File: config.mk
export PLATFORM = sky130hd
export DESIGN_NAME = cpu_frequency_governor
export DESIGN_NICKNAME = d
export VERILOG_FILES = /design/src/sv/cfgov_pkg.sv /design/src/sv/cfgov_delta_acc.sv /design/src/sv/cfgov_div.sv /design/src/sv/cfgov_policy.sv /design/src/sv/cpu_frequency_governor.sv
export SDC_FILE = /design/constraint.sdc
export NUM_CORES = 2
export LEC_CHECK = 0
export BUFFER_PORTS_ARGS = -buffer_cell sky130_fd_sc_hd__buf_2
export CAP_MARGIN = 20
export CORE_ASPECT_RATIO = 2
export CORE_MARGIN = 2
export CORE_UTILIZATION = 50
export CTS_CLUSTER_DIAMETER = 50
export CTS_CLUSTER_SIZE = 25
export DETAILED_ROUTE_END_ITERATION = 6
export GPL_ROUTABILITY_DRIVEN = 1
export GPL_TIMING_DRIVEN = 0
export PLACE_DENSITY = 0.68
export SLEW_MARGIN = 5
export SYNTH_ARGS = -nofsm -noshare
export SYNTH_HDL_FRONTEND = slang
export SYNTH_SLANG_ARGS = --single-unit
File: constraint.sdc
create_clock -name clk -period 17.24 [get_ports clk]
set_input_delay 4.31 -clock clk [delete_from_list [all_inputs] [get_ports clk]]
set_output_delay 4.31 -clock clk [all_outputs]
set_load 0.01 [all_outputs]
File: src/sv/cfgov_pkg.sv
// Package for the CPU frequency governor: widths, profile layout, shared types.
// No dependencies; imported by every governor module.
`timescale 1ns / 1ps

package cfgov_pkg;

  // counter geometry
  localparam int CW      = 32;  // cumulative counter width
  localparam int NTS     = 6;   // number of time counters (idle is the last)
  localparam int CARRY_W = $clog2(NTS);
  localparam int SUM_W   = CARRY_W + 1;
  localparam int TOT_W   = CW + CARRY_W;
  localparam int BIT_W   = $clog2(CW);

  // percent values and divider geometry
  localparam int PCT_W   = 7;
  localparam int STEP_W  = $clog2(PCT_W);
  localparam int NUM_W   = CW + PCT_W;
  localparam int DSH_W   = TOT_W + PCT_W - 1;
  localparam int TEMP_W  = 12;
  localparam int INRT_W  = 8;
  localparam int PROF_W  = 51;
  localparam int CFG_IDX_W = 1;

  localparam logic [PCT_W-1:0] FULL_SCALE = 7'd100;

  localparam logic [PROF_W-1:0] BATTERY_RESET = 51'd6873500070400;
  localparam logic [PROF_W-1:0] WALL_RESET    = 51'd6873353269760;

  // configuration register indexes
  typedef enum logic [CFG_IDX_W-1:0] {
    REG_BATTERY = 1'b0,
    REG_WALL    = 1'b1
  } cfg_reg_t;

  // packed profile register layout
  typedef struct packed {
    logic [7:0]       templimit;
    logic [PCT_W-1:0] up;
    logic [INRT_W-1:0] inertia;
    logic [PCT_W-1:0] down;
    logic [PCT_W-1:0] threshold;
    logic [PCT_W-1:0] max;
    logic [PCT_W-1:0] min;
  } profile_t;

  typedef logic [NTS-1:0][CW-1:0] cnt_vec_t;

  // control of the bit-serial delta unit
  typedef struct packed {
    logic prime;    // load previous counters directly
    logic capture;  // load current counters, clear borrows and carry
    logic shift;    // one bit step
  } delta_ctl_t;

  // policy result for one tick
  typedef struct packed {
    logic [PCT_W-1:0]  level;
    logic              set_freq;
    logic [PCT_W-1:0]  eff_max;
    logic [INRT_W-1:0] inertia;
  } gov_res_t;

  function automatic logic [PCT_W-1:0] sat100(input logic [PCT_W-1:0] v);
    return (v > FULL_SCALE) ? FULL_SCALE : v;
  endfunction

endpackage

File: src/sv/cfgov_delta_acc.sv
// Bit-serial counter delta unit: per-counter serial subtract and column sum.
// Depends on cfgov_pkg.
`timescale 1ns / 1ps

module cfgov_delta_acc (
  input  logic                        clk,
  input  cfgov_pkg::delta_ctl_t       ctl,
  input  cfgov_pkg::cnt_vec_t         cnt_in,
  output logic [cfgov_pkg::TOT_W-1:0] total,
  output logic [cfgov_pkg::CW-1:0]    idle
);
  import cfgov_pkg::*;

  cnt_vec_t            cur_r;
  cnt_vec_t            prev_r;
  logic [NTS-1:0]      brw_r;
  logic [NTS-1:0]      brw_nxt;
  logic [NTS-1:0]      dbit;
  logic [CARRY_W-1:0]  carry_r;
  logic [CW-1:0]       tot_r;
  logic [CW-1:0]       idle_r;
  logic [SUM_W-1:0]    col;

  // one bit of every delta, and the column sum with the running carry
  always_comb begin
    col = SUM_W'(carry_r);
    for (int i = 0; i < NTS; i++) begin
      dbit[i]    = cur_r[i][0] ^ prev_r[i][0] ^ brw_r[i];
      brw_nxt[i] = (~cur_r[i][0] & prev_r[i][0]) |
                   (~(cur_r[i][0] ^ prev_r[i][0]) & brw_r[i]);
      col        = col + SUM_W'(dbit[i]);
    end
  end

  // shift registers, LSB first; current bits flow into the previous slots
  always_ff @(posedge clk) begin
    if (ctl.prime) begin
      prev_r <= cnt_in;
    end
    if (ctl.capture) begin
      cur_r   <= cnt_in;
      brw_r   <= '0;
      carry_r <= '0;
    end else if (ctl.shift) begin
      for (int i = 0; i < NTS; i++) begin
        cur_r[i]  <= cur_r[i] >> 1;
        prev_r[i] <= {cur_r[i][0], prev_r[i][CW-1:1]};
      end
      brw_r   <= brw_nxt;
      carry_r <= col[SUM_W-1:1];
      tot_r   <= {col[0], tot_r[CW-1:1]};
      idle_r  <= {dbit[NTS-1], idle_r[CW-1:1]};
    end
  end

  assign total = {carry_r, tot_r};
  assign idle  = idle_r;

endmodule

File: src/sv/cfgov_div.sv
// Restoring divider for floor(100*idle/total), one quotient bit per cycle.
// Depends on cfgov_pkg.
`timescale 1ns / 1ps

module cfgov_div (
  input  logic                        clk,
  input  logic                        rst_n,
  input  logic                        start,
  input  logic [cfgov_pkg::CW-1:0]    idle,
  input  logic [cfgov_pkg::TOT_W-1:0] total,
  output logic                        busy,
  output logic [cfgov_pkg::PCT_W-1:0] quo
);
  import cfgov_pkg::*;

  logic              busy_r;
  logic [STEP_W-1:0] step_r;
  logic [NUM_W-1:0]  rem_r;
  logic [DSH_W-1:0]  dsh_r;
  logic [PCT_W-1:0]  quo_r;
  logic [DSH_W-1:0]  rem_ext;
  logic              ge;

  // trial subtract against the shifted divisor
  always_comb begin
    rem_ext = DSH_W'(rem_r);
    ge      = (rem_ext >= dsh_r);
  end

  always_ff @(posedge clk) begin
    if (!rst_n) begin
      busy_r <= 1'b0;
    end else if (start) begin
      busy_r <= 1'b1;
    end else if (busy_r && (step_r == '0)) begin
      busy_r <= 1'b0;
    end
  end

  // numerator product registered on start, then one step per cycle
  always_ff @(posedge clk) begin
    if (start) begin
      rem_r  <= NUM_W'(idle) * NUM_W'(FULL_SCALE);
      dsh_r  <= DSH_W'(total) << (PCT_W - 1);
      step_r <= STEP_W'(PCT_W - 1);
      quo_r  <= '0;
    end else if (busy_r) begin
      if (ge) begin
        rem_r <= NUM_W'(rem_ext - dsh_r);
      end
      dsh_r  <= dsh_r >> 1;
      quo_r  <= {quo_r[PCT_W-2:0], ge};
      step_r <= step_r - 1'b1;
    end
  end

  assign busy = busy_r;
  assign quo  = quo_r;

endmodule

File: src/sv/cfgov_policy.sv
// Governor policy: profile selection, thermal maximum, level and inertia state.
// Depends on cfgov_pkg.
`timescale 1ns / 1ps

module cfgov_policy (
  input  logic                         clk,
  input  logic                         rst_n,
  input  logic                         update,
  input  logic                         on_wall,
  input  logic [cfgov_pkg::TEMP_W-1:0] temp,
  input  logic [cfgov_pkg::PCT_W-1:0]  load,
  input  cfgov_pkg::profile_t          battery,
  input  cfgov_pkg::profile_t          wall,
  output cfgov_pkg::gov_res_t          res
);
  import cfgov_pkg::*;

  logic              mode_loaded_r;
  logic              active_mode_r;
  logic [PCT_W-1:0]  eff_max_r;
  logic [PCT_W-1:0]  level_r;
  logic [INRT_W-1:0] inertia_r;

  profile_t          prof;
  logic [PCT_W-1:0]  pmin;
  logic [PCT_W-1:0]  emax0;
  logic [PCT_W-1:0]  emax1;
  logic [PCT_W:0]    up_sum;
  logic [PCT_W:0]    dn_floor;

  always_comb begin
    prof  = on_wall ? wall : battery;
    pmin  = sat100(prof.min);
    // profile load on first tick or power source change
    emax0 = (!mode_loaded_r || (active_mode_r != on_wall)) ? sat100(prof.max) : eff_max_r;

    // thermal step of one
    emax1 = emax0;
    if (prof.templimit != '0) begin
      if (temp > {prof.templimit, 4'b0000}) begin
        if (emax0 > pmin) begin
          emax1 = emax0 - 1'b1;
        end
      end else if (emax0 < FULL_SCALE) begin
        emax1 = emax0 + 1'b1;
      end
    end

    up_sum   = {1'b0, level_r} + {1'b0, prof.up};
    dn_floor = {1'b0, pmin} + {1'b0, prof.down};

    res.eff_max  = emax1;
    res.level    = level_r;
    res.inertia  = inertia_r;
    res.set_freq = 1'b0;
    if (load > prof.threshold) begin
      // up path
      res.level    = sat100((up_sum < {1'b0, emax1}) ? up_sum[PCT_W-1:0] : emax1);
      res.set_freq = 1'b1;
      if (inertia_r < prof.inertia) begin
        res.inertia = inertia_r + 1'b1;
      end
    end else if (inertia_r == '0) begin
      // down path, clamped at min
      res.level    = ({1'b0, level_r} < dn_floor) ? pmin : (level_r - prof.down);
      res.set_freq = 1'b1;
    end else begin
      res.inertia = inertia_r - 1'b1;
    end
  end

  always_ff @(posedge clk) begin
    if (!rst_n) begin
      mode_loaded_r <= 1'b0;
      active_mode_r <= 1'b0;
      eff_max_r     <= FULL_SCALE;
      level_r       <= '0;
      inertia_r     <= '0;
    end else if (update) begin
      mode_loaded_r <= 1'b1;
      active_mode_r <= on_wall;
      eff_max_r     <= res.eff_max;
      level_r       <= res.level;
      inertia_r     <= res.inertia;
    end
  end

endmodule

File: src/sv/cpu_frequency_governor.sv
// CPU frequency governor top level. An accepted word passes through the bit-serial
// delta pass over its 32-bit counters and the divider (7-bit quotient, one bit per
// cycle); in_stall holds off the next word until its result is registered.
// The first word after reset only primes the counters and gives no result.
// Synchronous active-low reset restores the profile registers and clears state.
`timescale 1ns / 1ps

module cpu_frequency_governor (
  input  logic                          clk,
  input  logic                          rst_n,
  input  logic                          cfg_we,
  input  logic [cfgov_pkg::CFG_IDX_W-1:0] cfg_index,
  input  logic [cfgov_pkg::PROF_W-1:0]  cfg_data,
  input  logic                          in_valid,
  output logic                          in_stall,
  input  logic                          in_on_wall,
  input  logic [cfgov_pkg::TEMP_W-1:0]  in_temp_sixteenths,
  input  logic [cfgov_pkg::CW-1:0]      in_user_ticks,
  input  logic [cfgov_pkg::CW-1:0]      in_nice_ticks,
  input  logic [cfgov_pkg::CW-1:0]      in_system_ticks,
  input  logic [cfgov_pkg::CW-1:0]      in_spin_ticks,
  input  logic [cfgov_pkg::CW-1:0]      in_interrupt_ticks,
  input  logic [cfgov_pkg::CW-1:0]      in_idle_ticks,
  output logic                          out_valid,
  input  logic                          out_stall,
  output logic [cfgov_pkg::PCT_W-1:0]   out_frequency_percent,
  output logic                          out_set_frequency,
  output logic [cfgov_pkg::PCT_W-1:0]   out_load_percent,
  output logic [cfgov_pkg::PCT_W-1:0]   out_thermal_max,
  output logic [cfgov_pkg::INRT_W-1:0]  out_inertia_count,
  output logic                          out_no_elapsed_time
);
  import cfgov_pkg::*;

  typedef enum logic [2:0] {
    S_IDLE,
    S_SHIFT,
    S_DIVST,
    S_DIV,
    S_UPD
  } state_t;

  state_t            state_r;
  logic              primed_r;
  logic [BIT_W-1:0]  bitcnt_r;
  logic              on_wall_r;
  logic [TEMP_W-1:0] temp_r;
  profile_t          battery_r;
  profile_t          wall_r;

  logic              out_valid_r;
  logic [PCT_W-1:0]  freq_r;
  logic              setf_r;
  logic [PCT_W-1:0]  load_r;
  logic [PCT_W-1:0]  tmax_r;
  logic [INRT_W-1:0] inertia_r;
  logic              no_time_r;

  delta_ctl_t        dctl;
  cnt_vec_t          cnt_in;
  logic [TOT_W-1:0]  total;
  logic [CW-1:0]     idle;
  logic              div_start;
  logic              div_busy;
  logic [PCT_W-1:0]  quo;
  logic              in_acc;
  logic              out_free;
  logic              upd;
  logic              no_time;
  logic [PCT_W-1:0]  load;
  gov_res_t          res;

  // counter order: idle last
  assign cnt_in = {in_idle_ticks, in_interrupt_ticks, in_spin_ticks,
                   in_system_ticks, in_nice_ticks, in_user_ticks};

  // handshake and sequencing strobes
  always_comb begin
    in_stall     = (state_r != S_IDLE);
    in_acc       = in_valid && !in_stall;
    out_free     = !out_valid_r || !out_stall;
    dctl.prime   = in_acc && !primed_r;
    dctl.capture = in_acc && primed_r;
    dctl.shift   = (state_r == S_SHIFT);
    div_start    = (state_r == S_DIVST);
    upd          = (state_r == S_UPD) && out_free;
    no_time      = (total == '0);
    load         = no_time ? '0 : (FULL_SCALE - quo);
  end

  // profile registers
  always_ff @(posedge clk) begin
    if (!rst_n) begin
      battery_r <= BATTERY_RESET;
      wall_r    <= WALL_RESET;
    end else if (cfg_we) begin
      case (cfg_reg_t'(cfg_index))
        REG_BATTERY: battery_r <= cfg_data;
        REG_WALL:    wall_r    <= cfg_data;
        default:     ;
      endcase
    end
  end

  // sequencer and output word register
  always_ff @(posedge clk) begin
    if (!rst_n) begin
      state_r     <= S_IDLE;
      primed_r    <= 1'b0;
      bitcnt_r    <= '0;
      out_valid_r <= 1'b0;
    end else begin
      if (in_acc) begin
        on_wall_r <= in_on_wall;
        temp_r    <= in_temp_sixteenths;
      end
      case (state_r)
        S_IDLE: begin
          if (in_acc) begin
            if (primed_r) begin
              state_r  <= S_SHIFT;
              bitcnt_r <= '0;
            end else begin
              primed_r <= 1'b1;
            end
          end
        end
        S_SHIFT: begin
          bitcnt_r <= bitcnt_r + 1'b1;
          if (bitcnt_r == BIT_W'(CW - 1)) begin
            state_r <= S_DIVST;
          end
        end
        S_DIVST: state_r <= S_DIV;
        S_DIV: begin
          if (!div_busy) begin
            state_r <= S_UPD;
          end
        end
        S_UPD: begin
          if (out_free) begin
            state_r <= S_IDLE;
          end
        end
        default: state_r <= S_IDLE;
      endcase

      if (upd) begin
        out_valid_r <= 1'b1;
        freq_r      <= res.level;
        setf_r      <= res.set_freq;
        load_r      <= load;
        tmax_r      <= res.eff_max;
        inertia_r   <= res.inertia;
        no_time_r   <= no_time;
      end else if (out_valid_r && !out_stall) begin
        out_valid_r <= 1'b0;
      end
    end
  end

  cfgov_delta_acc u_delta (
    .clk    (clk),
    .ctl    (dctl),
    .cnt_in (cnt_in),
    .total  (total),
    .idle   (idle)
  );

  cfgov_div u_div (
    .clk   (clk),
    .rst_n (rst_n),
    .start (div_start),
    .idle  (idle),
    .total (total),
    .busy  (div_busy),
    .quo   (quo)
  );

  cfgov_policy u_policy (
    .clk     (clk),
    .rst_n   (rst_n),
    .update  (upd),
    .on_wall (on_wall_r),
    .temp    (temp_r),
    .load    (load),
    .battery (battery_r),
    .wall    (wall_r),
    .res     (res)
  );

  assign out_valid             = out_valid_r;
  assign out_frequency_percent = freq_r;
  assign out_set_frequency     = setf_r;
  assign out_load_percent      = load_r;
  assign out_thermal_max       = tmax_r;
  assign out_inertia_count     = inertia_r;
  assign out_no_elapsed_time   = no_time_r;

endmodule

==> metrics.csv <==
metric,value,unit
status,"complete, no violations",
core area,0.0748,mm2
vias per cell,5.56,
Max Cap Viol,0,
fin cells,5050,
DR pass1 iterations,5,
fin. max-slew vios,0,
layout net count,4502,
Clk pwr share,29.1,%
Post CTS Setup Buffer Count,0,
CTS tree,done,
GR Layer Usage met1,25.3,%
critical path arrival,8.88,ns
main flop type after synthesis,edfxtp_1,
Port-buffer cells,294,
hold-fix buffers at CTS,0,
layout cells sized above 1,15.4,%
"EDFF count, synth",372,
DR iter-0 viols,1196,
WS Path Type,flip-flop to flip-flop,
RD Place Congestion,0.933,
CP max FO,10,
first-pass GRT wire length,157,mm
Routed Antenna Nets,0,
Slew HR,28.4,%
area of the die,0.0776,mm2
power per cell area,105,mW/mm2
remaining global-route overflow,0,
CTS Buf Count,46,
cell count after synthesis,3637,
I/O pins,295,
Die H,392,um
WL/cell,20.2,um
"most common cell after layout, fill and taps aside",nand2_1,
Worst VDD drop,0.120,mV
Synth Cell Area,0.0376,mm2
"Clk pin slew, worst setup/hold paths",0.10,ns
hpwl dp,80.3,mm
worst skew pair latency,0.63,ns
mean post-synth cell area,10.3,um2
cts repair resizes,0,
Internal,0.00312,W
Post-Place Cells,4947,
drc violations,0,
asr flop ratio synth,0,%
placed inst area,0.0405,mm2
largest net degree at the start of global routing,66,
Tcrit/Tclk final,49.3,%
Leak,17.3,nW
reg2reg setup slack,8.74,ns
share of power burned in registers,49.4,%
Slew @ Worst Pin,1.07,ns
worst hold path type,flip-flop to flip-flop,
Synth Warn #,0,
P&R area growth vs syn,12.3,%
Achievable Freq,118,MHz
setup TNS,0,ns
#FFs+latches synth,728,
most frequent cells in the layout,"554 x nand2_1, 372 x edfxtp_1, 356 x dfxtp_1",
All-Layer GR Usage,26.3,%
crit path capture type,flip-flop,
sw frac,29.9,%
Max Buffers Root-to-Sink,3,
Via Count,28100,
clk root buf,clkbuf_16,
Final Critical Period,8.50,ns
initial antenna violation count,48,
FILL cells,6685,
CP Launch Type,flip-flop,
post-synthesis sequential area ratio,48.6,%
Netlist cell types,92,
"Setup violations, final",0,
drt total wl,102,mm
post-route design area,0.0423,mm2
die width,198,um
Combinational Power Share,21.5,%
Final Hold Violating Endpoints,0,
CTS H-tree lvls,2,
Syn Nets,4152,
Worst EP required,17.62,ns
Initial Utilization,50.3,%
Top Usage Layer GRT,met2,
Switch Pwr,0.00133,W
num rows,142,
vias in the first global route,28900,
Max Clock Skew,0.0364,ns
M2 GR Usage,50.7,%
unrepaired setup endpoints after global routing,false,
final core occ,56.5,%
met3 Use GR,6.03,%
Num Clock Sinks,728,
==> kinds of logic (layout without fill, tap and decap cells) <==
family | after synthesis | in the layout | synth area share [%]
simple gates | 969 | 969 | 11.3
flops | 728 | 728 | 48.6
compound gates | 721 | 721 | 11.8
mux | 441 | 441 | 12.4
buf+inv | 430 | 818 | 4.36
fa+ha+maj | 253 | 253 | 9.23
xor+xnor | 95 | 95 | 2.25
other cells | 0 | 17 | 0
==> stage by stage <==
stage | setup slack, ns | hold WS, ns | power (W)
6_report | 8.74 | 0.457 | 0.00445
3_5_place_dp | 8.97 | 0.441 | 0.00319
2_1_floorplan | 7.43 | 0.424 | 0.00290
3_3_place_gp | 4.15 | 0.430 | 0.00317
5_1_grt | 8.43 | 0.475 | 0.00468
4_1_cts | 8.88 | 0.454 | 0.00448
==> critical path, cell delays in order (launching register included) <==
cell      delay, ns
edfxtp_1       0.34
buf_4          0.19
buf_6          0.17
buf_2          0.29
buf_1          0.48
clkbuf_1       0.66
buf_1          0.86
mux2i_1        0.39
ha_1           0.30
a211oi_1       0.20
nor2_1         0.13
or4_1          0.63
nand2_1        0.12
buf_2          0.25
a21oi_1        0.15
nor4_4         0.60
inv_1          0.15
ha_1           0.34
a21oi_1        0.15
o221ai_1       0.13
a31oi_1        0.27
nand3_1        0.11
a211oi_1       0.19
a211oi_1       0.10
buf_2          0.20
mux2i_1        0.13
a311oi_1       0.38
o21bai_1       0.29
==> power groups by stage <==
stage / Sequential, W / Combinational (W) / Clock, W
CTS: 0.00220 / 0.000963 / 0.00132
global route: 0.00222 / 0.00108 / 0.00137
detailed placement: 0.00224 / 0.000957 / 0
finish: 0.00220 / 0.000957 / 0.00129
global placement: 0.00225 / 0.000918 / 0
floorplan: 0.00220 / 0.000695 / 0
==> path summary, 6_finish.rpt <==
| check | depth (start not counted) | end | from |
|---|---|---|---|
| worst max-delay path | 27 | out_frequency_percent[1] | on_wall_r |
| worst max register to register | 27 | out_frequency_percent[1] | on_wall_r |
| worst min register to register | 2 | battery_r[21] | battery_r[21] |
| worst min-delay path | 2 | battery_r[21] | battery_r[21] |
==> layout make-up <==
class,instances,area (um2),share of cell area [%]
antenna,17,42.5,0.101
buffer,182,712,1.68
clock buffer,59,1290,3.06
clock inverter,27,383,0.906
inverter,248,931,2.20
multi-input combinational,2479,17700,41.9
sequential,728,18300,43.3
tap,1008,1260,2.98
timing repair buffer,302,1630,3.85
==> sequential cells by signal, summed over array words and instances (netlist names), 8 cells and up <==
| name | flops |
|---|---|
| u_policy.inertia_r | 8 |
| out_inertia_count | 8 |
| u_delta.cur_r | 192 |
| u_delta.prev_r | 192 |
| battery_r | 51 |
| u_div.rem_r | 39 |
| wall_r | 51 |
| u_div.dsh_r | 41 |
| u_delta.idle | 32 |
| u_delta.tot_r | 32 |
| temp_r | 12 |
==> cells in the mapped netlist, types with 5 or more instances <==
cell / number / share of area (%)
o22ai_1: 14 / 0.23
ha_1: 212 / 7.0
and3_1: 18 / 0.30
nor2b_1: 18 / 0.30
o211ai_1: 10 / 0.20
nor2_1: 119 / 1.2
buf_2: 5 / 0.066
o21a_1: 18 / 0.36
a21oi_1: 179 / 2.4
a211oi_1: 30 / 0.60
clkbuf_1: 153 / 1.5
and2_1: 9 / 0.15
o211a_1: 6 / 0.16
a21o_1: 49 / 0.98
nand2b_1: 18 / 0.30
and4_1: 7 / 0.16
xnor2_1: 56 / 1.3
nor3_1: 31 / 0.41
edfxtp_1: 372 / 30
a221oi_1: 5 / 0.12
mux2i_1: 243 / 6.5
o31ai_1: 14 / 0.28
inv_1: 246 / 2.5
a31oi_1: 11 / 0.18
or2_2: 6 / 0.10
nand2_1: 555 / 5.5
mux2_2: 198 / 5.9
fa_1: 41 / 2.2
nand3_1: 127 / 1.7
o21ai_0: 278 / 3.7
a311oi_1: 7 / 0.16
nand4_1: 14 / 0.23
a22o_1: 6 / 0.14
o2111ai_1: 6 / 0.14
o21bai_1: 13 / 0.26
o31a_1: 6 / 0.14
dfxtp_1: 356 / 19
or3_1: 8 / 0.13
nor4_1: 19 / 0.32
xor2_1: 37 / 0.86
buf_1: 21 / 0.21
==> routing by layer <==
metal	vias to the layer above	wire length (um)
li1	13700	-
met1	13400	34400
met2	709	54600
met3	296	6270
met4	62	6220
met5	-	403
Power figures use the tool's default switching activity.
